$ cat src/design/assert_macros.svh
// ----------------------------------------------------------------------------
// Assertion macros
// Shared concurrent assertion forms for the address escape encoder.
// ----------------------------------------------------------------------------
`ifndef ASSERT_MACROS_SVH
`define ASSERT_MACROS_SVH

// The consequent must hold in the same cycle as the antecedent.
`define ASSERT_IMPLY(label, clk, rst, ante, cons, msg) \
   label: assert property (@(posedge clk) disable iff (rst) (ante) |-> (cons)) \
      else $error(msg);

// The consequent must hold in the cycle after the antecedent.
`define ASSERT_NEXT(label, clk, rst, ante, cons, msg) \
   label: assert property (@(posedge clk) disable iff (rst) (ante) |=> (cons)) \
      else $error(msg);

`endif

$ cat src/design/addr_esc_pkg.sv
// ----------------------------------------------------------------------------
// addr_esc_pkg
// Types, character codes and lookup functions of the address escape encoder.
// ----------------------------------------------------------------------------
package addr_esc_pkg;

   typedef enum logic [1:0] {
      MODE_RFC822  = 2'd0,
      MODE_XTEXT   = 2'd1,
      MODE_UTF8    = 2'd2,
      MODE_UNITEXT = 2'd3
   } mode_type;

   typedef struct packed {
      logic [20:0] code_point;
      logic        first;
      logic        no_char;
   } req_word_type;

   typedef struct packed {
      logic [7:0] out_byte;
      logic       last;
   } rsp_word_type;

   typedef struct packed {
      logic [7:0] out_byte;
      logic       last;
      logic       empty;
   } gen_out_type;

   localparam logic [7:0] CHAR_PLUS   = 8'h2B;
   localparam logic [7:0] CHAR_EQUAL  = 8'h3D;
   localparam logic [7:0] CHAR_BSLASH = 8'h5C;
   localparam logic [7:0] CHAR_X      = 8'h78;
   localparam logic [7:0] CHAR_LBRACE = 8'h7B;
   localparam logic [7:0] CHAR_RBRACE = 8'h7D;
   localparam logic [7:0] CHAR_DEL    = 8'h7F;
   localparam logic [7:0] CHAR_SPACE  = 8'h20;

   localparam logic [2:0] PREFIX_822_LEN = 3'd7;
   localparam logic [2:0] PREFIX_UTF_LEN = 3'd6;

   function automatic logic [7:0] hex_char(input logic [3:0] nib);
      hex_char = (nib < 4'd10) ? (8'h30 + {4'h0, nib}) : (8'h37 + {4'h0, nib});
   endfunction

   // Byte idx of the type prefix; "rfc822;" for rfc822 mode, "utf-8;" otherwise.
   function automatic logic [7:0] prefix_char(input mode_type mode, input logic [2:0] idx);
      logic [7:0] c;
      c = 8'h00;
      if (mode == MODE_RFC822) begin
         case (idx)
            3'd0:    c = 8'h72;
            3'd1:    c = 8'h66;
            3'd2:    c = 8'h63;
            3'd3:    c = 8'h38;
            3'd4:    c = 8'h32;
            3'd5:    c = 8'h32;
            default: c = 8'h3B;
         endcase
      end else begin
         case (idx)
            3'd0:    c = 8'h75;
            3'd1:    c = 8'h74;
            3'd2:    c = 8'h66;
            3'd3:    c = 8'h2D;
            3'd4:    c = 8'h38;
            default: c = 8'h3B;
         endcase
      end
      prefix_char = c;
   endfunction

   function automatic logic byte_needs_escape(input logic [7:0] b);
      byte_needs_escape = (b < 8'h21) || (b > 8'h7E) || (b == CHAR_PLUS) ||
                          (b == CHAR_EQUAL) || (b == CHAR_BSLASH);
   endfunction

endpackage

$ cat src/design/addr_esc_gen.sv
// ----------------------------------------------------------------------------
// addr_esc_gen
// Computes the encoded byte at a given position of one item's output text,
// together with the last-byte and empty-item flags.
// ----------------------------------------------------------------------------
module addr_esc_gen (
   input  addr_esc_pkg::req_word_type item,
   input  addr_esc_pkg::mode_type     mode,
   input  logic [4:0]                 pos,
   output addr_esc_pkg::gen_out_type  gen
);
   import addr_esc_pkg::*;

   logic [20:0]      cp;
   logic [3:0][7:0]  utf;
   logic [2:0]       utf_len;
   logic [2:0]       plen;
   logic [4:0]       rel;
   logic [3:0]       besc;
   logic [3:0][2:0]  seg;
   logic [4:0]       off1, off2, off3, blen;
   logic [1:0]       k;
   logic [4:0]       koff;
   logic [2:0]       sub;
   logic [7:0]       bk;
   logic [7:0]       byte_mode_out;
   logic             cesc;
   logic [2:0]       ndig;
   logic [4:0]       clen;
   logic [2:0]       dig_idx;
   logic [5:0][3:0]  nibs;
   logic [7:0]       uni_out;
   logic [4:0]       char_len;
   logic [4:0]       total;

   assign cp   = item.code_point;
   assign nibs = {3'b000, cp};

   // UTF-8 bit pattern, sized by the code point only.
   always_comb begin
      utf = '0;
      if (cp < 21'h80) begin
         utf[0]  = cp[7:0];
         utf_len = 3'd1;
      end else if (cp < 21'h800) begin
         utf[0]  = {3'b110, cp[10:6]};
         utf[1]  = {2'b10, cp[5:0]};
         utf_len = 3'd2;
      end else if (cp < 21'h10000) begin
         utf[0]  = {4'b1110, cp[15:12]};
         utf[1]  = {2'b10, cp[11:6]};
         utf[2]  = {2'b10, cp[5:0]};
         utf_len = 3'd3;
      end else begin
         utf[0]  = {5'b11110, cp[20:18]};
         utf[1]  = {2'b10, cp[17:12]};
         utf[2]  = {2'b10, cp[11:6]};
         utf[3]  = {2'b10, cp[5:0]};
         utf_len = 3'd4;
      end
   end

   always_comb begin
      if (!item.first) begin
         plen = 3'd0;
      end else if (mode == MODE_RFC822) begin
         plen = PREFIX_822_LEN;
      end else begin
         plen = PREFIX_UTF_LEN;
      end
   end

   assign rel = pos - {2'b00, plen};

   // Byte escape modes: each UTF-8 byte expands to 1, 3 or 6 output bytes.
   always_comb begin
      for (int i = 0; i < 4; i++) begin
         besc[i] = byte_needs_escape(utf[i]);
         if (3'(i) >= utf_len) begin
            seg[i] = 3'd0;
         end else if (!besc[i]) begin
            seg[i] = 3'd1;
         end else if (mode == MODE_XTEXT) begin
            seg[i] = 3'd6;
         end else begin
            seg[i] = 3'd3;
         end
      end
   end

   assign off1 = {2'b00, seg[0]};
   assign off2 = off1 + {2'b00, seg[1]};
   assign off3 = off2 + {2'b00, seg[2]};
   assign blen = off3 + {2'b00, seg[3]};

   always_comb begin
      if (utf_len > 3'd3 && rel >= off3) begin
         k    = 2'd3;
         koff = off3;
      end else if (utf_len > 3'd2 && rel >= off2) begin
         k    = 2'd2;
         koff = off2;
      end else if (utf_len > 3'd1 && rel >= off1) begin
         k    = 2'd1;
         koff = off1;
      end else begin
         k    = 2'd0;
         koff = 5'd0;
      end
   end

   assign sub = 3'(rel - koff);
   assign bk  = utf[k];

   always_comb begin
      if (!besc[k]) begin
         byte_mode_out = bk;
      end else if (mode == MODE_RFC822) begin
         case (sub)
            3'd0:    byte_mode_out = CHAR_PLUS;
            3'd1:    byte_mode_out = hex_char(bk[7:4]);
            default: byte_mode_out = hex_char(bk[3:0]);
         endcase
      end else begin
         case (sub)
            3'd0:    byte_mode_out = CHAR_BSLASH;
            3'd1:    byte_mode_out = CHAR_X;
            3'd2:    byte_mode_out = CHAR_LBRACE;
            3'd3:    byte_mode_out = hex_char(bk[7:4]);
            3'd4:    byte_mode_out = hex_char(bk[3:0]);
            default: byte_mode_out = CHAR_RBRACE;
         endcase
      end
   end

   // Code point modes: escaped characters become \x{...} with no leading zeros.
   assign cesc = (cp <= 21'(CHAR_SPACE)) || (cp == 21'(CHAR_BSLASH)) ||
                 (cp == 21'(CHAR_PLUS)) || (cp == 21'(CHAR_EQUAL)) ||
                 (cp == 21'(CHAR_DEL)) || (mode == MODE_UNITEXT && cp > 21'(CHAR_DEL));

   always_comb begin
      if (cp[20]) begin
         ndig = 3'd6;
      end else if (cp[19:16] != 4'h0) begin
         ndig = 3'd5;
      end else if (cp[15:12] != 4'h0) begin
         ndig = 3'd4;
      end else if (cp[11:8] != 4'h0) begin
         ndig = 3'd3;
      end else if (cp[7:4] != 4'h0) begin
         ndig = 3'd2;
      end else begin
         ndig = 3'd1;
      end
   end

   assign clen    = cesc ? (5'd4 + {2'b00, ndig}) : {2'b00, utf_len};
   assign dig_idx = 3'({2'b00, ndig} + 5'd2 - rel);

   always_comb begin
      if (!cesc) begin
         uni_out = utf[rel[1:0]];
      end else if (rel == 5'd0) begin
         uni_out = CHAR_BSLASH;
      end else if (rel == 5'd1) begin
         uni_out = CHAR_X;
      end else if (rel == 5'd2) begin
         uni_out = CHAR_LBRACE;
      end else if (rel == {2'b00, ndig} + 5'd3) begin
         uni_out = CHAR_RBRACE;
      end else begin
         uni_out = hex_char(nibs[dig_idx]);
      end
   end

   always_comb begin
      if (item.no_char) begin
         char_len = 5'd0;
      end else if (mode == MODE_RFC822 || mode == MODE_XTEXT) begin
         char_len = blen;
      end else begin
         char_len = clen;
      end
   end

   assign total = {2'b00, plen} + char_len;

   always_comb begin
      gen.empty = (total == 5'd0);
      gen.last  = (pos == total - 5'd1);
      if (pos < {2'b00, plen}) begin
         gen.out_byte = prefix_char(mode, pos[2:0]);
      end else if (mode == MODE_RFC822 || mode == MODE_XTEXT) begin
         gen.out_byte = byte_mode_out;
      end else begin
         gen.out_byte = uni_out;
      end
   end

endmodule

$ cat src/design/address_escape_encoder.sv
// ----------------------------------------------------------------------------
// address_escape_encoder
// Escapes one Unicode code point of a mail address per request word and
// streams the encoded text out one byte per response word.
// ----------------------------------------------------------------------------
// Each request word yields one response word per byte it produces, one per
// cycle unless the receiver stalls: one to six for typical characters, up to
// 30 with prefix and four escaped bytes in xtext mode; the single output byte
// register sets this pace. A word with no_char set and first clear produces no
// bytes and retires without an output slot. The next request word is taken in
// the cycle its predecessor emits its last byte, so the stream runs without
// gaps. The user must write encode_mode through the csr port only while the
// block is idle (not enforced); rfc822 = 0, xtext = 1, utf8 = 2, unitext = 3.
`include "assert_macros.svh"

module address_escape_encoder (
   input  logic                       clock,
   input  logic                       reset,
   input  logic                       req_valid,
   output logic                       req_stall,
   input  addr_esc_pkg::req_word_type req_data,
   output logic                       rsp_valid,
   input  logic                       rsp_stall,
   output addr_esc_pkg::rsp_word_type rsp_data,
   input  logic                       csr_valid,
   output logic                       csr_ready,
   input  logic [1:0]                 csr_data
);
   import addr_esc_pkg::*;

   mode_type     mode_ff, mode_in;
   req_word_type work_ff, work_in;
   logic         work_valid_ff, work_valid_in;
   logic [4:0]   pos_ff, pos_in;
   logic         rsp_valid_ff, rsp_valid_in;
   rsp_word_type rsp_data_ff, rsp_data_in;
   gen_out_type  gen;
   logic         emit_ok;
   logic         advance;
   logic         done;
   logic         accept;

   addr_esc_gen u_gen (
      .item (work_ff),
      .mode (mode_ff),
      .pos  (pos_ff),
      .gen  (gen)
   );

   assign csr_ready = 1'b1;
   assign mode_in   = csr_valid ? mode_type'(csr_data) : mode_ff;

   assign emit_ok   = !rsp_valid_ff || !rsp_stall;
   // An empty word needs no output slot and retires at once.
   assign advance   = work_valid_ff && (gen.empty || emit_ok);
   assign done      = advance && (gen.empty || gen.last);
   assign req_stall = work_valid_ff && !done;
   assign accept    = req_valid && !req_stall;

   always_comb begin
      work_in       = work_ff;
      work_valid_in = work_valid_ff;
      pos_in        = pos_ff;
      if (accept) begin
         work_in       = req_data;
         work_valid_in = 1'b1;
         pos_in        = 5'd0;
      end else if (done) begin
         work_valid_in = 1'b0;
      end else if (advance) begin
         pos_in = pos_ff + 5'd1;
      end
   end

   always_comb begin
      rsp_valid_in = rsp_valid_ff;
      rsp_data_in  = rsp_data_ff;
      if (emit_ok) begin
         rsp_valid_in         = advance && !gen.empty;
         rsp_data_in.out_byte = gen.out_byte;
         rsp_data_in.last     = gen.last;
      end
   end

   always_ff @(posedge clock) begin
      if (reset) begin
         mode_ff       <= MODE_RFC822;
         work_valid_ff <= 1'b0;
         pos_ff        <= 5'd0;
         rsp_valid_ff  <= 1'b0;
      end else begin
         mode_ff       <= mode_in;
         work_valid_ff <= work_valid_in;
         pos_ff        <= pos_in;
         rsp_valid_ff  <= rsp_valid_in;
      end
      work_ff     <= work_in;
      rsp_data_ff <= rsp_data_in;
   end

   assign rsp_valid = rsp_valid_ff;
   assign rsp_data  = rsp_data_ff;

   `ASSERT_IMPLY(a_rsp_from_work, clock, reset, $rose(rsp_valid_ff), $past(work_valid_ff), "response word appeared without a word in progress")
   `ASSERT_NEXT(a_done_retires, clock, reset, done && !accept, !work_valid_ff, "finished word did not retire")
   `ASSERT_NEXT(a_pos_steps, clock, reset, advance && !done && !accept, pos_ff == $past(pos_ff) + 5'd1, "byte position did not step by one")

endmodule

$ cat config.mk
export PLATFORM = sky130hd
export DESIGN_NAME = address_escape_encoder
export DESIGN_NICKNAME = d
export VERILOG_FILES = /design/src/design/addr_esc_pkg.sv /design/src/design/addr_esc_gen.sv /design/src/design/address_escape_encoder.sv
export VERILOG_INCLUDE_DIRS = /design/src /design/src/design
export SDC_FILE = /design/constraint.sdc
export NUM_CORES = 1
export LEC_CHECK = 0
export ABC_AREA = 1
export BUFFER_PORTS_ARGS = -buffer_cell sky130_fd_sc_hd__buf_2
export CAP_MARGIN = 15
export CORE_MARGIN = 2
export CORE_UTILIZATION = 45
export CTS_BUF_LIST = sky130_fd_sc_hd__clkbuf_4
export CTS_CLUSTER_SIZE = 12
export DETAILED_ROUTE_END_ITERATION = 6
export MAX_ROUTING_LAYER = met4
export PLACE_DENSITY = 0.66
export REMOVE_ABC_BUFFERS = 1
export SLEW_MARGIN = 20
export SYNTH_ARGS = -nofsm -noshare
export SYNTH_HDL_FRONTEND = slang
export SYNTH_SLANG_ARGS = --single-unit
export TNS_END_PERCENT = 5
$ cat constraint.sdc
create_clock -name clock -period 8.9 [get_ports clock]
set_input_delay 1.78 -clock clock [delete_from_list [all_inputs] [get_ports clock]]
set_output_delay 1.78 -clock clock [all_outputs]
set_load 0.1 [all_outputs]
# Yosys cells after proc, flatten, opt, wreduce, memory -nomap -nowiden
# Cells that the tools add are included.
[word_totals]
register_bits = 41
input_bits = 30
out_inout_bits = 12
elab_cells = 202
[classes]
order_cmp = 30
addsub = 18
n_reduce_logical = 52
n_eq_ne = 31
n_mux = 61
bitwise = 1
[op_table]
columns = ["cell", "count"]
rows = [
  ["8-bit two-way mux", 17],
  ["7-bit case mux with 5 select lines", 2],
  ["8-bit by 6-bit equality test with 1-bit output (second input constant)", 8],
  ["3-bit two-way mux", 20],
  ["6-bit by 4-bit adder with 7-bit output (first input constant)", 6],
  ["21-bit by 6-bit equality test with 1-bit output (second input constant)", 2],
  ["21-bit by 7-bit equality test with 1-bit output (second input constant)", 2],
  ["8-bit case mux with 5 select lines", 1],
  ["8-bit binary-select mux with 2-bit select", 2],
  ["8-bit by 7-bit equality test with 1-bit output (second input constant)", 4],
  ["8-bit by 7-bit > comparator with 1-bit output (second input constant)", 4],
  ["8-bit by 6-bit less-than comparator with 1-bit output (second input constant)", 4],
  ["16-bit two-way mux", 2],
  ["1-bit logical OR", 25],
  ["24-bit two-way mux", 1],
  ["22-bit two-way mux", 1],
  ["21-bit by 7-bit > comparator with 1-bit output (second input constant)", 1],
  ["21-bit by 6-bit less-or-equal comparator with 1-bit output (second input constant)", 1],
  ["21-bit by 12-bit less-than comparator with 1-bit output (second input constant)", 1],
  ["21-bit by 17-bit less-than comparator with 1-bit output (second input constant)", 1],
  ["21-bit by 8-bit less-than comparator with 1-bit output (second input constant)", 1],
  ["8-bit case mux with 2 select lines", 1],
  ["4-bit nonzero test", 4],
  ["5-bit two-way mux", 3],
  ["45 further kinds", 79],
]

# Logic depth before layout (Yosys ltp)
# Gate-level depths: netlist (run 1).
[depth]
word_depth = 26
ltp_mapped = 51

# Hierarchy
# A second synthesis (run 1) with hierarchy kept.
[hier_totals]
cells_unflattened = 796
area_unflattened_um2 = 5218.8
[modules_own_cells]
columns = ["module", "area_each_um2", "n_inst", "cells_per_inst"]
rows = [
  ["addr_esc_gen", 3797.4, 1, 700],
  ["address_escape_encoder", 1421.4, 1, 96],
]

# Least setup slack after synthesis (run 1)
# Ideal clock, no wire load.
[synth_timing]
path_type = "reg-to-output"
start = "register work_ff[20] (netlist bit)"
end = "output req_stall"
slack_ns = 1.156
t_arrival_ns = 5.964
path_stages_with_launch = 32
path_buffers = 1
required_time_ns = 7.120
path_cell_list = "edfxtp_1 -> nor2_4 -> nand2_4 -> nor2_8 -> nand2_4 -> inv_2 -> nand2_2 -> nand2_2 -> nor2_1 -> a21oi_1 -> nand3_2 -> buf_2 -> nand2_1 -> ha_1 -> inv_1 -> fa_1 -> inv_1 -> fa_1 -> fa_1 -> o221ai_1 -> inv_1 -> fa_1 -> or2_2 -> nand2_1 -> nand3_1 -> xor2_1 -> inv_1 -> nor2_1 -> nor2_4 -> nand3_1 -> nand2_2 -> inv_1"
[synth_between]
elab_chain_cells = 23
[synth_lines]
columns = ["item", "line_no", "source"]
rows = [
  ["from (decl)", "address_escape_encoder.sv:32", "req_word_type work_ff, work_in;"],
  ["from (signal assigned)", "address_escape_encoder.sv:97", "work_ff <= work_in;"],
  ["21-bit by 17-bit less-than comparator with 1-bit output", "addr_esc_gen.sv:49", "end else if (cp < 21'h10000) begin"],
  ["22-bit two-way mux", "addr_esc_gen.sv:49", ""],
  ["16-bit two-way mux", "addr_esc_gen.sv:45", "end else if (cp < 21'h800) begin"],
  ["8-bit two-way mux / 24-bit two-way mux (equally long branches)", "addr_esc_gen.sv:42", "if (cp < 21'h80) begin"],
  ["8-bit by 6-bit less-than comparator with 1-bit output / 8-bit by 7-bit > comparator with 1-bit output (equally long branches)", "addr_esc_pkg.sv:75", "byte_needs_escape = (b < 8'h21) || (b > 8'h7E) || (b == CHAR_PLUS) ||"],
  ["1-bit logical OR (3 in a row)", "addr_esc_pkg.sv:75", ""],
  ["1-bit logical OR", "addr_esc_pkg.sv:76", "(b == CHAR_EQUAL) || (b == CHAR_BSLASH);"],
  ["3-bit two-way mux", "addr_esc_gen.sv:81", "end else if (!besc[i]) begin"],
  ["(+5 left out)", "n/a", ""],
  ["5-bit two-way mux (*)", "addr_esc_gen.sv:177", "if (item.no_char) begin"],
  ["3-bit by 5-bit adder with 5-bit output (*)", "addr_esc_gen.sv:186", "assign total = {2'b00, plen} + char_len;"],
  ["5-bit by 1-bit subtractor with 5-bit output / 5-bit zero test (equally long branches)", "addr_esc_gen.sv:190, addr_esc_gen.sv:189", ""],
  ["5-bit equality test / 1-bit logical OR (equally long branches)", "addr_esc_gen.sv:190, address_escape_encoder.sv:55", ""],
  ["1-bit logical OR / 1-bit logical AND (equally long branches)", "address_escape_encoder.sv:56, address_escape_encoder.sv:55", ""],
  ["1-bit logical AND (*)", "address_escape_encoder.sv:56", "assign done = advance && (gen.empty || gen.last);"],
  ["1-bit zero test (*)", "address_escape_encoder.sv:57", "assign req_stall = work_valid_ff && !done;"],
  ["1-bit logical AND (*)", "address_escape_encoder.sv:57", ""],
  ["to (decl)", "address_escape_encoder.sv:20", "output logic req_stall,"],
]
# Mark *: on every way between the ends. The rest lies on a longest branch, timed or not.

# Final worst setup path (run 1)
# Same ends and word-level chain as after synthesis.

==> results of run 1 <==
-- where the power goes --
part	internal, µW	total (µW)	switching, µW
logic	321	1040	719
registers	242	266	24.1
clock network	61.8	130	67.9
-- cells by family (layout without fill, tap and decap cells) --
kind of cell	after synthesis	in the layout	share of synthesized area
AOI/OAI and AO/OA	144	144	0.1492
xor gates and xnor gates	17	17	0.02993
adders and majority gates	46	46	0.1084
buffers and inverters	163	192	0.1158
DFF	41	41	0.1993
other	1	1	0.0006548
and+or+nand+nor	479	479	0.3968
-- path summary, 6_finish.rpt --
path                                    end  slack, ns  cells past startpoint
worst max-delay path              req_stall       0.48                     31
worst min-delay path             mode_ff[0]       0.61                      2
worst max register to register  rsp_data[6]       1.54                     44
worst min register to register   mode_ff[0]       0.61                      2
-- flip-flops by register name, indices dropped and copies added, names as in the netlist --
register and count:
rsp_data 9, work_valid_ff 1, mode_ff 2, work_ff 23, pos_ff 5, rsp_valid 1
-- synthesized netlist by cell type, drive strengths merged, types with 3 or more instances --
cell type,number
nand2,257
inv,140
nor2,92
nand3,90
o21ai,53
a21oi,46
ha,40
edfxtp,32
nor3,15
xor2,14
buf,13
nand4,10
o211ai,10
dfxtp,9
clkbuf,8
o22ai,8
a31oi,6
fa,6
or2,5
a22oi,4
nand3b,4
a211oi,3
nor4,3
xnor2,3
-- layer usage --
layer  wire (µm)  global-route usage  share of wire  vias to the layer above
met5           0                   -              0                        -
met4         462             0.09020          0.028                        0
met3         985             0.04222          0.060                       42
met2        7036              0.3811           0.43                      212
met1        7887              0.3653           0.48                     2616
li1            -                   -              -                     2990
-- area by class of cell --
class / instances / area (µm²)
clock inverters: 2 / 35.03
inverters: 142 / 533.0
flip-flops and latches: 41 / 1141
repair buffers: 42 / 221.5
multi-input cells: 687 / 3930
clock buffers: 6 / 45.04
well taps: 172 / 215.2
fillers: 1327 / 6396
-- placed cells by master (no fill, tap or decap), types with 12 or more instances in the layout --
master    instances
nand3_1          86
xor2_1           12
o21ai_0          44
inv_2            14
nand2_2          20
inv_1           126
nand2_1         227
ha_1             40
edfxtp_1         32
nor3_1           15
a21oi_1          41
buf_2            39
nor2_1           77
-- timing repair --
action / in CTS / in global routing
hold endpoints to repair: 0 / 0
endpoints found under the setup margin: 0 / 1
buffers inserted: 0 / 0
resized for setup: 0 / 4
-- worst reg2reg max path, delay by kind of cell (launching register included) --
family,cells,cell delay [ns]
AO/OA/AOI/OAI,5,0.79
XOR/XNOR,2,0.43
adder cells (fa/ha/maj),6,1.75
buffers and inverters,6,0.53
flip-flops,1,0.49
AND/OR/NAND/NOR,25,3.13
-- metrics by stage --
stage	cell area [µm²]	hold slack (ns)	setup WS (ns)	utilization
finish	6121	0.6069	0.4787	0.4890
global route	6121	0.6267	0.001802	0.4890
CTS	6107	0.6015	0.2834	0.4879
detailed placement	6027	0.5720	0.7339	0.4815
global placement	6027	0.5631	0.9101	0.4815
floorplan	5597	0.4860	1.076	-
==> results.md, run 1 <==
- Counting flops with an async set or reset pin after synthesis yields a share of 0.
- The number of core rows is 41.
- The setup clock skew after layout is 0.01528 ns.
- In this run the worst path has a maximum fanout of 14.
- VDD sags by at most 0.0001051 V.
- The delay of the slowest critical-path stage is 0.66 ns.
- The length of the first detailed-routing pass in iterations is 5.
- Buffers inserted during clock tree synthesis total 5.
- The type of the most critical hold path is flop to flop.
- In the synthesized netlist the dominant register cell turns out to be edfxtp_1.
- Once detail routing completed, the nets flagged for antenna violations numbered 0.
- The endpoint arrival time on the critical path is 6.64 ns.
- STA puts the critical path data required time at 7.12 ns.
- The Yosys step of the flow raised 0 warnings.
- The worst slew slack as a fraction of its limit is 0.3715.
- The wire length per cell after detailed routing is 14.99 µm.
- STA classifies the critical path endpoint as a primary output.
- In the finished design, the share of the clock period the worst path needs comes to 0.9462.
- The tree is rooted in a clkbuf_4.
- The power density over cell area is 234.5 mW/mm².
- Summed over all nets, the half-perimeter wirelength after detailed placement is 13.00 mm.
- The residual overflow from global routing is 0.
- For this design, the CTS-stage hold fixing added 0 buffers.
- The worst hold path begins at mode_ff[0].
- The count of endpoints failing setup in the final report is 0.
- The DRC violation total after the first TritonRoute iteration is 598.
- The number of standard cells in the final layout excluding fillers is 1092.
- STA classifies the critical path startpoint as a flop.
- The number of antenna diodes in the final layout is 0.
- The critical path's most frequent cell is inv_1.
- The final total negative setup slack is 0 ns.
- The insertion delay of the later-clocked pin in the worst-skew pair is 0.40 ns.
- The number of antenna violations at the first check in global routing is 0.
- From synthesis to final layout, the design area changed by 6.882%.
- The initial standard-cell utilization of the core is 0.4575.
- In this run the deepest clock path goes through 2 buffers.
- The largest total area in the synthesized netlist belongs to edfxtp_1.
- The count of flip-flops with a built-in enable after synthesis is 32.
- In the post-synthesis netlist, the biggest area contributors are edfxtp_1 17%, nand2_1 15%, ha_1 8.7%.
- The post-synthesis cell type count is 57.
- The beginning of the worst register-to-register path is work_ff[20].
- The overall die area is 0.01364 mm².
- The routed design has 16.37 mm of wire.
- The clock edge transition at the registers on the reported setup and hold paths is 0.13 ns.
- Port buffering added 40 buffers.
- The total power of the final layout is 1436 µW.
- The maximum number of pins on one net before global-route repair is 24.
- The kind of cell adding the most delay to the critical path is adder cells.
- The number of placed instances, taps included, is 1084.
- The clock tree synthesis step divided the H-tree into 2 levels.
- The tree built by TritonCTS fans out to 41 sinks.
- The first-pass GRT wire length is 26.95 mm.
- The post-synth design cell area is 0.005727 mm².
- For this run, design rule violations remaining after detail routing come to 0.
- Synthesis produced 891 cells.
- The weighted congestion reported at the end of routability-driven placement is 0.9823.
- The via density per instance is 5.366.
- The shortest clock period the worst path allows after layout is 8.421 ns.
- Setup repair after global routing left no endpoint under its margin.
- The slowest stage cell on the critical path is fa_1.
- In this run, synthesis produced a sequential element count of 41.
- The count of final max-slew check failures was 0.
- The final net count is 995.
- For this run, the top clock speed supported by timing is 118.7 MHz.
- The number of maximum-capacitance violations is 0.
- The sequential share of the synthesized area is 0.1993.
- The area fraction of the dominant cell type after synthesis is 0.1678.
- The worst setup path startpoint is work_ff[20].
- The area of the placeable core is 0.01252 mm².
- The flow ran to the end, and the final reports show no timing, DRC or antenna violations.
- The hold violation count in the final report is 0.
- The number of global-route vias before repair is 5383.
- The per-instance average area after synthesis is 6.427 µm².
- The transition time of the tightest slew-check pin is 0.9417 ns.
- The number of buffers and inverters on the critical path is 7.
- The clock tree from TritonCTS is done.
- The total via count in the routed design is 5860.
- The floorplan die width is 116.8 µm.
- The global-route total usage across every layer is 0.2605.
- For this design the static power due to leakage is 0.003117 µW.
- 42 I/O pins were placed.
- In this run the vertical extent of the chip is 116.8 µm.
- The share of post-route cells with drive strength above 1 is 0.1424.
- The worst setup path is of the flop to primary output kind.
Note: power is estimated with default switching activity, not from simulation.
==> run 2: changes to the inputs <==
==> constraint.sdc (replaced) <==
create_clock -name clock -period 8.9 [get_ports clock]
set_input_delay 2.225 -clock clock [delete_from_list [all_inputs] [get_ports clock]]
set_output_delay 2.225 -clock clock [all_outputs]
set_load 0.1 [all_outputs]
==> run 2 against run 1 <==
Combinational power hardly changed. Global-route usage is 0.29 points lower. Final cell count is 1.5% higher. Non-clock buffer count is 16 higher. Worst setup slack worse by 0.15 ns. Fmax is 1.7% lower. Hold slack worse by 0.0021 ns. Sequential share of layout area is 0.49 points lower. Clock skew is 0.0033 ns higher. Sequential power hardly changed. Largest cell class unchanged. Highest routed layer unchanged.
==> results.md, run 2 (synthesis results as in run 1) <==
- The weighted congestion reported at the end of routability-driven placement is 0.9749.
- The floorplan step set the die height to 116.8 µm.
- The root buffer cell chosen for the clock tree is clkbuf_4.
- The kind of cell adding the most delay to the critical path is adder cells.
- The critical path's most frequent cell is inv_1.
- The layout has 1342 filler cells.
- For this design the static power due to leakage is 0.003197 µW.
- The register ranked first by flip-flop count is work_ff.
- The top cell types in the final layout, fill and taps aside, are 225 x nand2_1, 125 x inv_1, 84 x nand3_1.
- The count of final max-slew check failures is 0.
- In this run the power density over the cells is 231.3 mW/mm².
- Pin placement for this block handled 42 I/O pins.
- For this run, global-route usage on met2 was measured as 0.3915.
- The global-route track usage on met1 is 0.3573.
- The buffer depth of the longest clock path is 2.
- The type of destination of the critical path is a primary output.
- For this configuration, the core starts out at a cell density of 0.4575.
- Max-cap violations in this run came to 0.
- For this design, the sink count on the clock tree is 41.
- The global-route total usage across every layer is 0.2576.
- The count of endpoints failing setup in the final report is 0.
- The floorplan step defined a die boundary enclosing 0.01364 mm².
- After floorplanning, the core was sized to cover 0.01252 mm².
- The clock tree from TritonCTS is done.
- The hold violation count in the final report came to 0.
- The beginning of the worst register-to-register path is work_ff[16].
- The first detailed-routing pass took 5 iterations.
- The final route contains 5979 vias.
- The slowest stage cell on the critical path is fa_2.
- The worst slew slack as a fraction of its limit is 0.3009.
- The run finished with clean final reports.
- The first global-routing pass estimated 26.83 mm of wire.
- The logic depth of the worst register-to-register path is 45.
- In this run the remaining antenna-violating nets after routing total 0.
- For the final database, setup skew stands at 0.01855 ns.
- The type of origin of the critical path is a flop.
- The most common library cell in the layout ignoring fill and taps is nand2_1.
- The insertion delay of the later-clocked pin in the worst-skew pair is 0.41 ns.
- The number of core rows is 41.
- The number of antenna violations at the first check in global routing is 0.
- Of the cells placed in the final design, the portion with a size suffix greater than 1 is 0.1677.
- The number of buffers and inverters on the critical path is 8.
- The final worst hold slack is 0.6048 ns.
- The hold path startpoint is work_valid_ff.
- At the end of the flow, the number of nets in the layout was 1011.
- The DRC violation total after the first TritonRoute iteration is 631.
- The endpoint arrival time on the critical path is 6.34 ns.
- Once layout is complete, the utilization of the core stands at 0.5021.
- The top fanout value on the critical path is 7.
- The remaining design rule violation count is 0.
- The category of the most critical setup path is flop to primary output.
- The number of hold buffers added after CTS was 0.
- The endpoint identified for the worst register-to-register timing path is rsp_data[6].
- Along the worst hold path, the cell count comes to 4.
- After detailed routing, the average wire length per cell comes to 14.90 µm.
- The most congested layer reported by global routing is met2.
- The required time at the worst-slack endpoint is 6.68 ns.
- After clock tree synthesis, the clock-pin slew on the worst setup and hold paths is 0.14 ns.
- In the finished design, the share of the clock period the worst path needs comes to 0.9628.
- The delay of the slowest critical-path stage is 0.64 ns.
- The number of clock buffers added by TritonCTS is 5.
- In this run the register-to-register setup slack is 1.82 ns.
- The post-detailed-placement half-perimeter wirelength is 12.91 mm.
- The clock period could shrink to 8.569 ns.
- The end point of the most critical hold path is rsp_valid.
- The number of antenna repair diodes is 0.
- IR analysis of the VDD net gives a maximum drop of 0.0001197 V.
- Input and output buffers added on the ports amount to 40.
- The layout overhead on the synthesized area is 9.744%.
- For this run the aggregate overflow at the end of global routing stands at 0.
- At the pin with the least slew margin, the transition time is 1.048 ns.
- The maximum number of pins on one net before global-route repair is 24.
- The register with the most flip-flops in the layout has 23 of them.
- The number of global-route vias before repair is 5345.
- The via density per instance is 5.396.
- The min-delay analysis places its worst path in the category flop to flop.
- The floorplan die width is 116.8 µm.
- The highest clock frequency the design can meet is 116.7 MHz.
- The total length of routed wires is 16.50 mm.
- The H-tree was split into 2 levels.
- For met3 alone, demand over resource in global routing was 0.03399.
[run 2: cell count changes in the layout (fill, tap and decap cells not counted), sizes merged]
cell and delta:
buf +16
[run 2: worst max-delay path by stage]
stage,from,end,slack [ns],depth (start not counted)
floorplan,work_ff[20],req_stall,0.63,30
global placement,work_ff[14],req_stall,0.49,31
detailed placement,work_ff[20],req_stall,0.31,31
CTS,work_ff[14],req_stall,0.02,31
global route,work_ff[16],req_stall,-0.05,33
finish,work_ff[16],req_stall,0.33,32
[run 2: metrics by stage]
| stage | setup slack [ns] | TNS [ns] | total power, µW | cell area (µm²) | cells |
|---|---|---|---|---|---|
| final | 0.3314 | 0 | 1454 | 6285 | 1108 |
| after global routing | -0.04752 | -0.04752 | 1586 | 6285 | 1108 |
| after CTS | 0.01862 | 0 | 1428 | 6132 | 1094 |
| after detailed placement | 0.3095 | 0 | 1292 | 6042 | 1086 |
| after global placement | 0.4858 | 0 | 1295 | 6042 | 1086 |
| after floorplan | 0.6313 | 0 | 1077 | 5597 | 870 |
[run 2: worst reg2reg max path, delay by kind of cell, from the launching register on]
kind / cells / cell delay [ns]
AND/OR/NAND/NOR: 24 / 2.87
adder cells (fa/ha/maj): 6 / 1.75
AO/OA/AOI/OAI: 5 / 0.73
buffers and inverters: 8 / 0.64
flip-flops: 1 / 0.47
XOR/XNOR: 2 / 0.39
[run 2: repair_timing]
item                       in CTS  in global routing
setup endpoints to repair       1                  1
pin swaps                       0                  4
buffers inserted                0                 14
resized for setup               2                 15
[run 2: cell type report]
class	count	area (µm²)	area share
Inverter	142	535.5	0.08521
Timing Repair Buffer	58	349.1	0.05554
Clock buffer	6	45.04	0.007167
Multi-Input combinational cell	687	3964	0.6307
Clock inverter	2	35.03	0.005574
Sequential cell	41	1141	0.1816
Tap cell	172	215.2	0.03424
[run 2: report_power, final]
group	switching, µW	total [µW]	internal [µW]
Sequential	22.0	264	242
Clock	69.9	132	61.8
Combinational	728	1060	330
Total	820	1450	634
[run 2: routing by layer]
layer,vias to the layer above,part of all wire
met5,-,0
met4,0,0.024
met3,27,0.066
met2,238,0.45
met1,2693,0.46
li1,3021,-
==> run 3: changes to the inputs <==
--- a/config.mk
+++ b/config.mk
@@ -8,17 +8,18 @@
 export LEC_CHECK = 0
 export ABC_AREA = 1
 export BUFFER_PORTS_ARGS = -buffer_cell sky130_fd_sc_hd__buf_2
-export CAP_MARGIN = 15
+export CAP_MARGIN = 20
 export CORE_MARGIN = 2
 export CORE_UTILIZATION = 45
 export CTS_BUF_LIST = sky130_fd_sc_hd__clkbuf_4
 export CTS_CLUSTER_SIZE = 12
 export DETAILED_ROUTE_END_ITERATION = 6
 export MAX_ROUTING_LAYER = met4
-export PLACE_DENSITY = 0.66
+export PLACE_DENSITY = 0.67
 export REMOVE_ABC_BUFFERS = 1
 export SLEW_MARGIN = 20
 export SYNTH_ARGS = -nofsm -noshare
 export SYNTH_HDL_FRONTEND = slang
+export SYNTH_HIERARCHICAL = 1
 export SYNTH_SLANG_ARGS = --single-unit
 export TNS_END_PERCENT = 5
==> run 3 against run 2 <==
Final cell count decreased by 12%. Register-to-register slack improved by 0.19 ns. Power decreased by 6.3%. Clock power decreased by 23%. Largest cell class unchanged.
==> results.md, run 3 <==
- The most common library cell in the layout ignoring fill and taps is nand2_1.
- The reported leakage power is 0.002684 µW.
- The shortest clock period the worst path allows after layout is 8.461 ns.
- Yosys mapped a number of flops with a built-in enable equal to 32.
- The post-route antenna net violation count is 0.
- Overall power consumption after layout is estimated at 1363 µW.
- The clock tree from TritonCTS is done.
- Adding up every negative setup slack in the final design gives 0 ns.
- For this run, the leading register cell type out of synthesis is edfxtp_1.
- IR analysis of the VDD net gives a maximum drop of 0.0001835 V.
- The portion of the clock cycle consumed by the worst path in the final layout is 0.9507.
- Before antenna repair, the detailed router went through 7 iterations.
- The weighted congestion reported at the end of routability-driven placement is 0.9691.
- The critical path's most frequent cell is inv_1.
- From synthesis to final layout, the design area changed by 8.056%.
- The highest clock frequency the design can meet is 118.2 MHz.
- For the pin with the worst max-slew slack, the measured transition is 0.9168 ns.
- For this run, design rule violations remaining after detail routing come to 0.
- The total via count in the routed design is 5392.
- The type of origin of the critical path is a flop.
- After synthesis, the share of flip-flops with an asynchronous set or reset is 0.
- Setup repair after global routing left no endpoint under its margin.
- At the worst endpoint, the arrival time is 6.24 ns.
- For this run, the number of Yosys warnings is 6.
- STA classifies the critical path endpoint as a primary output.
- Of the total synthesized cell area, the portion taken by XOR and XNOR cells is 0.02997.
- In the layout the commonest cells are 184 x nand2_1, 100 x inv_1, 68 x nand3_1.
- The count of final max-slew check failures is 0.
- The DRC violation total after the first TritonRoute iteration is 722.
- The die is 111.7 µm wide.
- Summed over all layers, the routed wires come to 14.94 mm.
- The number of antenna violations at the first check in global routing was 0.
- The initial standard-cell utilization of the core is 0.4590.
- The share of post-route cells with drive strength above 1 is 0.1514.
- The number of maximum-capacitance violations is 0.
- The required time at the worst-slack endpoint is 6.68 ns.
- The die height is 111.7 µm.
- The post-detailed-placement half-perimeter wirelength is 11.91 mm.
- The number of buffers added to fix hold violations after cts is 0.
- For this run, the share of the core covered by cells in the final layout is 0.4960.
- The total area inside the core boundary comes to 0.01137 mm².
- For this run, the register share of the synthesized area comes to 0.2187.
- The total clock buffers created by CTS is 5.
- In the post-synthesis netlist, the biggest area contributors are edfxtp_1 18%, nand2_1 13%, ha_1 8.4%.
- The synthesized-area fraction occupied by ao, oa, aoi and oai cells is 0.1889.
- The number of sinks driven by the clock tree is 41.
- The floorplan step defined a die boundary enclosing 0.01247 mm².
- In this run the core area contains 39 standard-cell rows.
- The fraction of synthesized area in multiplexers is 0.
- In this run the worst hold path is classified as flop to flop.
- The register ranked first by flip-flop count is work_ff.
- The number of global-route vias before repair is 4926.
- The critical path is of the flop to primary output type.
- The count of buffers from port buffering is 40.
- The buffer depth of the longest clock path is 2.
- The residual overflow from global routing is 0.
- The number of standard cells after synthesis is 796.
- The worst slew slack as a fraction of its limit is 0.3882.
- The cell accounting for the most synthesized area is edfxtp_1.
- Setup violations remaining at the end of the flow were counted as 0.
- The buffer type at the clock tree root is clkbuf_4.
- The instance count after placement with tap cells included is 962.
- A synthesized cell averages 6.556 µm².
- Of the total synthesized cell area, the portion taken by AND, OR, NAND and NOR gates is 0.3508.
- The area fraction of the dominant cell type after synthesis is 0.1841.
- Summing every instance area after synthesis gives 0.005219 mm².
- The H-tree depth is 2.
- For this design the ratio of total power to cell area is 241.7 mW/mm².
- Entering global routing, the biggest net connects 28 pins.
- For this run, the slowest stage of the critical path takes 0.59 ns.
- After clock tree synthesis, the clock-pin slew on the worst setup and hold paths is 0.13 ns.
- The hold violation count in the final report is 0.
- The post-synthesis cell type count is 59.
- The slowest stage cell on the critical path is fa_2.
- The library cell with the highest instance count after synthesis is nand2_1.
- After synthesis the netlist holds a flip-flop and latch count of 41.
- Of the total synthesized cell area, the portion taken by full adders, half adders and majority gates is 0.1069.
- At the placement stage, the worst setup path has a slack of 0.5103 ns.
- The largest family of logic cells by synthesized area is simple AND/OR/NAND/NOR gates.
- The global-route total usage across every layer is 0.2473.
- The number of antenna repair diodes is 0.
- In the final routed layout, each cell accounts on average for 15.32 µm.
- The setup clock skew after layout is 0.01676 ns.
- The register with the most flip-flops in the layout has 23 of them.
- The net count of the finished layout is 902.
- The first global-routing pass estimated 24.32 mm of wire.
- The top fanout value on the critical path is 27.
- After layout, the worst setup slack is 0.4387 ns.
- The I/O pin total is 42.
- In the synthesized netlist, the cells that appear most often are 184 x nand2_1, 100 x inv_1, 68 x nand3_1, 67 x nor2_1, 58 x o21ai_0.
- In the routed layout, each cell is associated on average with a via count of 5.530.
- The number of standard cells in the final layout excluding fillers is 975.
- Clock latency on the worst-skew pair, taken at its later pin, is 0.40 ns.
- The flow ran to the end, and the final reports show no timing, DRC or antenna violations.
-- run 3: cell count changes after synthesis, sizes merged, moves of 3 or more --
cell	previous run	this run
a31oi	6	3
inv	140	112
nor2	92	78
a21oi	46	58
nand4	10	5
nand3	90	74
o21ai	53	70
o22ai	8	11
ha	40	35
nand2	257	211
-- run 3: where the power goes --
group / internal, µW / switching [µW] / total, µW
combinational: 302 / 692 / 993
sequential: 243 / 24.9 / 268
clock: 33.8 / 67.6 / 101
-- run 3: cell families (layout without fill, tap and decap cells) --
group                      count (synthesis)  count (layout)
other                                      1               1
xor gates and xnor gates                  17              17
AOI/OAI and AO/OA                        172             172
adders and majority gates                 41              41
buffers and inverters                    133             169
and+or+nand+nor                          391             391
DFF                                       41              41
-- run 3: repair_timing --
action / 4_1_cts / 5_1_grt
endpoints found under the setup margin: 0 / 1
setup buffers: 0 / 5
resized for setup: 0 / 10
-- run 3: layer usage --
layer	GRT usage	wire length (µm)	vias up
li1	-	-	2735
met1	0.3417	6917	2391
met2	0.3681	6516	232
met3	0.03756	1099	34
met4	0.08971	406	0
met5	-	0	-
-- run 3: layout make-up --
type                            count  area [µm²]
Clock inverter                      2       15.01
Inverter                          114       440.4
Clock buffer                        6       45.04
Timing Repair Buffer               47       255.2
Sequential cell                    41        1141
Fill cell                        1159        5731
Tap cell                          143       178.9
Multi-Input combinational cell    622        3563
-- run 3: worst max-delay path, delay by kind of cell (launching register included) --
kind,cells,cell delay [ns]
flip-flops,1,0.44
XOR/XNOR,2,0.34
AO/OA/AOI/OAI,1,0.18
AND/OR/NAND/NOR,16,1.96
buffers and inverters,8,0.86
adder cells (fa/ha/maj),5,2.06
-- run 3: worst paths after layout --
kind                            slack, ns        start  depth (start not counted)     endpoint
worst max-delay path                 0.44  work_ff[19]                         32    req_stall
worst min-delay path                 0.51    pos_ff[4]                          2    pos_ff[4]
worst max register to register       2.01  work_ff[19]                         40  rsp_data[4]
worst min register to register       0.51    pos_ff[4]                          2    pos_ff[4]
-- run 3: per-stage QoR --
step	instance area [µm²]	hold slack (ns)
3_5_place_dp	5505	0.4958
3_3_place_gp	5505	0.4897
6_report	5639	0.5124
4_1_cts	5565	0.5144
5_1_grt	5639	0.5433
2_1_floorplan	5111	0.4683
